File: config.mk
export PLATFORM = sky130hd
export DESIGN_NAME = ffia_cell
export DESIGN_NICKNAME = d
export VERILOG_FILES = /design/src/rtl/core/assert_macros.svh /design/src/rtl/core/ffia_pkg.sv /design/src/rtl/core/ffia_cell.sv
export SDC_FILE = /design/constraint.sdc
export NUM_CORES = 1
export LEC_CHECK = 0
export ABC_AREA = 1
export BUFFER_PORTS_ARGS = -buffer_cell sky130_fd_sc_hd__buf_4
export CAP_MARGIN = 20
export CORE_MARGIN = 1.5
export CORE_UTILIZATION = 61
export DETAILED_ROUTE_END_ITERATION = 10
export PLACE_DENSITY = 0.9
export SLEW_MARGIN = 5
export SYNTH_ARGS = -nofsm -noshare
export SYNTH_HDL_FRONTEND = slang
export SYNTH_SLANG_ARGS = --single-unit
File: constraint.sdc
create_clock -name clk -period 8.45 [get_ports clk]
set_clock_uncertainty 0.1 [all_clocks]
set_input_delay 0.4225 -clock clk [delete_from_list [all_inputs] [get_ports clk]]
set_output_delay 0.4225 -clock clk [all_outputs]
set_load 0.02 [all_outputs]
File: src/rtl/core/assert_macros.svh
// Assertion macros used by the allocator top level.
`ifndef ASSERT_MACROS_SVH
`define ASSERT_MACROS_SVH

// Condition that must hold at every clock edge outside reset.
`define FFIA_ASSERT_ALWAYS(lbl, clk, rst, cond) \
  lbl: assert property (@(posedge clk) disable iff (rst) (cond)) \
    else $error("allocator assertion failed");

// Implication into the following cycle.
`define FFIA_ASSERT_NEXT(lbl, clk, rst, ante, cons) \
  lbl: assert property (@(posedge clk) disable iff (rst) (ante) |=> (cons)) \
    else $error("allocator assertion failed");

`endif

File: src/rtl/core/ffia_pkg.sv
// Shared types and constants of the first-fit interval allocator.
`default_nettype none
package ffia_pkg;
  localparam int MAX_INTERVALS_DEF = 32;
  localparam int ADDR_BITS_DEF     = 16;
  localparam longint TOTAL_SIZE_RESET = 65536;

  typedef enum logic [1:0] {
    ST_ALLOC_OK   = 2'd0,
    ST_ALLOC_FAIL = 2'd1,
    ST_RELEASED   = 2'd2,
    ST_DROPPED    = 2'd3
  } ffia_status_t;

  typedef enum logic [2:0] {
    OP_HOLD,
    OP_ALLOC,
    OP_ABSORB,
    OP_INSERT,
    OP_INIT
  } ffia_op_t;

  typedef enum logic [2:0] {
    S_IDLE,
    S_ALLOC,
    S_ABSORB,
    S_INSERT,
    S_DONE
  } ffia_state_t;

  // Flags rippling from cell to cell in address order.
  typedef struct packed {
    logic hit_before;
    logic shift;
  } ffia_chain_t;
endpackage
`default_nettype wire

File: src/rtl/core/ffia_cell.sv
// One free-interval cell of the allocator chain.
`default_nettype none
module ffia_cell #(
  parameter int ADDR_BITS = 16,
  parameter bit FIRST     = 1'b0,
  parameter logic [ADDR_BITS:0] RESET_LEN = '0
) (
  input  wire logic                     clk,
  input  wire logic                     rst,
  input  wire ffia_pkg::ffia_op_t       op,
  input  wire logic [ADDR_BITS:0]       key_a,
  input  wire logic [ADDR_BITS:0]       key_b,
  input  wire ffia_pkg::ffia_chain_t    chain_in,
  output ffia_pkg::ffia_chain_t         chain_out,
  input  wire logic                     left_valid,
  input  wire logic [ADDR_BITS-1:0]     left_base,
  input  wire logic [ADDR_BITS:0]       left_len,
  input  wire logic                     right_valid,
  input  wire logic [ADDR_BITS-1:0]     right_base,
  input  wire logic [ADDR_BITS:0]       right_len,
  output logic                          valid,
  output logic [ADDR_BITS-1:0]          base,
  output logic [ADDR_BITS:0]            len,
  output logic                          first
);
  import ffia_pkg::*;

  logic                 hit;
  logic                 take;
  logic [ADDR_BITS:0]   end_addr;
  logic                 valid_next;
  logic [ADDR_BITS-1:0] base_next;
  logic [ADDR_BITS:0]   len_next;

  assign end_addr = {1'b0, base} + len;

  always_comb begin
    unique case (op)
      OP_ALLOC:  hit = valid && (len >= key_a);
      OP_ABSORB: hit = valid && (end_addr >= key_a) && ({1'b0, base} <= key_b);
      OP_INSERT: hit = !valid || ({1'b0, base} > key_a);
      default:   hit = 1'b0;
    endcase
    unique case (op)
      OP_ALLOC:             take = (len == key_a);
      OP_ABSORB, OP_INSERT: take = 1'b1;
      default:              take = 1'b0;
    endcase
  end

  assign first                = hit && !chain_in.hit_before;
  assign chain_out.hit_before = chain_in.hit_before || hit;
  assign chain_out.shift      = chain_in.shift || (first && take);

  always_comb begin
    valid_next = valid;
    base_next  = base;
    len_next   = len;
    unique case (op)
      OP_ALLOC, OP_ABSORB: begin
        if (chain_out.shift) begin
          valid_next = right_valid;
          base_next  = right_base;
          len_next   = right_len;
        end else if (first) begin
          base_next = base + key_a[ADDR_BITS-1:0];
          len_next  = len - key_a;
        end
      end
      OP_INSERT: begin
        if (first) begin
          valid_next = 1'b1;
          base_next  = key_a[ADDR_BITS-1:0];
          len_next   = key_b;
        end else if (chain_in.shift) begin
          valid_next = left_valid;
          base_next  = left_base;
          len_next   = left_len;
        end
      end
      OP_INIT: begin
        valid_next = FIRST && (key_b != '0);
        base_next  = '0;
        len_next   = FIRST ? key_b : '0;
      end
      default: ;
    endcase
  end

  always_ff @(posedge clk) begin
    if (rst) begin
      valid <= FIRST;
      base  <= '0;
      len   <= FIRST ? RESET_LEN : '0;
    end else begin
      valid <= valid_next;
      base  <= base_next;
      len   <= len_next;
    end
  end
endmodule
`default_nettype wire
==> reports/qor.csv <==
metric,value,unit
status,finished clean,
Yosys reg bits,34,
CP arrival,5.29,ns
largest area contributor in the netlist,ha_1,
WP data required,7.93,ns
Post-CTS Hold Buffers,0,
synth-to-layout area growth,18.9,%
Die Y,106,um
Root Driver,clkbuf_8,
# resized after CTS,0,
post-layout net count,1458,
vias in the first global route,7031,
routed vias,7660,
CTS Buf Count,5,
RSZ-0062 raised after global routing,no,
Clock Latency Late Sink,0.30,ns
Pins Over Slew Limit,0,
Gate Count Post-Synth,1127,
Worst slew margin,0.488,
TNS Setup,0,ns
max_cap viols,0,
Power per Cell Area,124,nW/um2
Max VDD drop,77.6,uV
"Cell Area, Synth",6450,um2
Detail Placement HPWL,16700,um
ant diodes,0,
initial antenna violation count,0,
Via density,5.53,
synth unique cells,40,
crit path kind,flip-flop to primary output,
Internal,484,uW
"antenna viol nets, final",0,
first-pass GRT wire length,33600,um
Syn. warnings,0,
"Hold Violations, Final",0,
per-cell routed wire length,15.3,um
full die area,11200,um2
Post-Route WL,21200,um
crit path capture type,primary output,
Critical Path Source Type,flip-flop,
Clock power frac,0.135,
sequential share of power,0.225,
GPL Wtd Cong,0.941,
Final Setup Violations,0,
DR pass1 iterations,8,
DRT iter0 DRCs,749,
fin crit share,0.688,
fmax,172,MHz
share of the yosys chip area belonging to registers,0.106,
total gr overflow,0,
hold slack,0.360,ns
Die Wd,106,um
Period minus WS final,5.81,ns
layout cells sized above 1,0.139,
Clock transition at path regs,0.08,ns
Slew @ Worst Pin,0.765,ns
HP Class,input port to flip-flop,
Site Rows,37,
setup bufs post-CTS,0,
Tot Pwr,953,uW
PortBufs,145,
Initial Utilization,0.628,
Combinational Power Share,0.640,
residual DRC count,0,
Syn Nets,1336,
CP max FO,35,
TritonCTS clock tree,yes,
Global Route Usage Sum,0.377,
leading post-synthesis cells by cell area,"ha_1 (19%), nand2_1 (17%), dfxtp_1 (11%)",
Post-DP Area,7590,um2
# IOs,146,
Max Buffers Root-to-Sink,2,
fillers,943,
H-tree levels,2,
"Design Area, Final",7670,um2
top cell type's share of synthesized area,0.188,
Sw Share,0.493,
clk sinks,34,
leakage power,0.00440,uW
Avg Inst Size Synth,5.72,um2
Core Box Area,10300,um2
Psw,470,uW
largest net degree at the start of global routing,38,
==> critical path, stage by stage, from the launching register on <==
cell and delay [ns]:
dfxtp_1 0.45, inv_1 0.14, fa_1 0.48, inv_1 0.08
a31oi_1 0.13, o21bai_1 0.33, a21oi_1 0.11, o21bai_1 0.20
a21boi_0 0.17, o21ai_0 0.26, xor2_1 0.20, inv_1 0.06
ha_1 0.30, nand2_1 0.06, nor2_1 0.13, nand2_1 0.09
nor2_1 0.11, nand2_1 0.05, nand4_1 0.10, nand4_1 0.17
nand3_4 0.36, nand3_2 0.14, nand2_2 0.60, buf_4 0.27
==> cells by family (layout without fill, tap and decap cells) <==
family / Yosys count / count (layout) / synth area share
xor gates and xnor gates: 42 / 42 / 0.0570
adders and majority gates: 100 / 100 / 0.197
and+or+nand+nor: 594 / 594 / 0.388
buffers and inverters: 217 / 339 / 0.134
AOI/OAI and AO/OA: 140 / 140 / 0.119
DFF: 34 / 34 / 0.106
==> worst paths after layout <==
check	cells past startpoint	slack [ns]	from	to
hold reg to reg	4	0.47	len[13]	len[13]
setup reg to reg	27	2.84	base[1]	len[9]
hold / removal	5	0.36	right_valid	valid
setup / recovery	23	2.64	base[1]	chain_out[0]
==> synthesized netlist by cell type, drive strengths merged <==
| cell type | n |
|---|---|
| xor2 | 29 |
| nor3 | 12 |
| o21bai | 5 |
| a21boi | 2 |
| a21oi | 88 |
| nand3 | 117 |
| a211o | 1 |
| o221ai | 1 |
| or2 | 1 |
| a21o | 6 |
| nand4 | 10 |
| clkinv | 1 |
| o21a | 2 |
| ha | 97 |
| nor4b | 1 |
| nand2 | 293 |
| and2 | 1 |
| xnor2 | 13 |
| nor4 | 2 |
| o31ai | 3 |
| clkbuf | 12 |
| dfxtp | 34 |
| nand3b | 5 |
| buf | 23 |
| inv | 181 |
| a31oi | 7 |
| fa | 3 |
| o21ai | 25 |
| nor2 | 152 |
==> metal layers <==
| metal | vias up | track usage | part of all wire |
|---|---|---|---|
| li1 | 3821 | - | - |
| met1 | 3354 | 0.464 | 0.41 |
| met2 | 392 | 0.624 | 0.45 |
| met3 | 93 | 0.0359 | 0.074 |
| met4 | 0 | 0.247 | 0.070 |
| met5 | - | 0 | 0 |
==> cell usage in the layout, fill, tap and decap left out, types with 24 or more instances in the layout <==
cell	count
a21oi_1	88
buf_4	149
dfxtp_1	34
ha_1	97
inv_1	178
nand2_1	288
nand3_1	114
nor2_1	149
o21ai_0	24
xor2_1	29
==> power groups by stage <==
stage | sequential, uW | clock (uW) | combinational [uW]
global placement | 216 | 0 | 585
finish | 214 | 129 | 610
detailed placement | 216 | 0 | 597
CTS | 213 | 128 | 601
global route | 215 | 135 | 683
floorplan | 226 | 0 | 409
==> metrics by stage <==
stage / utilization / instances / worst slack (ns)
after floorplan: - / 1127 / 4.10
after global placement: 0.736 / 1377 / 3.18
after detailed placement: 0.739 / 1378 / 2.94
after CTS: 0.746 / 1385 / 2.73
after global routing: 0.746 / 1385 / 2.27
final: 0.746 / 1385 / 2.64
==> sequential cells by signal (all words and copies together), names as in the netlist <==
name	count
base	16
len	17
valid	1
==> layout make-up <==
cell class	count	area, um2	share of cell area
multi-input cells	876	4910	0.641
repair buffers	150	1150	0.149
inverters	182	683	0.0891
flip-flops and latches	34	681	0.0887
well taps	136	170	0.0222
clock buffers	7	76.3	0.00995
Note: power is estimated with default switching activity, not from simulation.
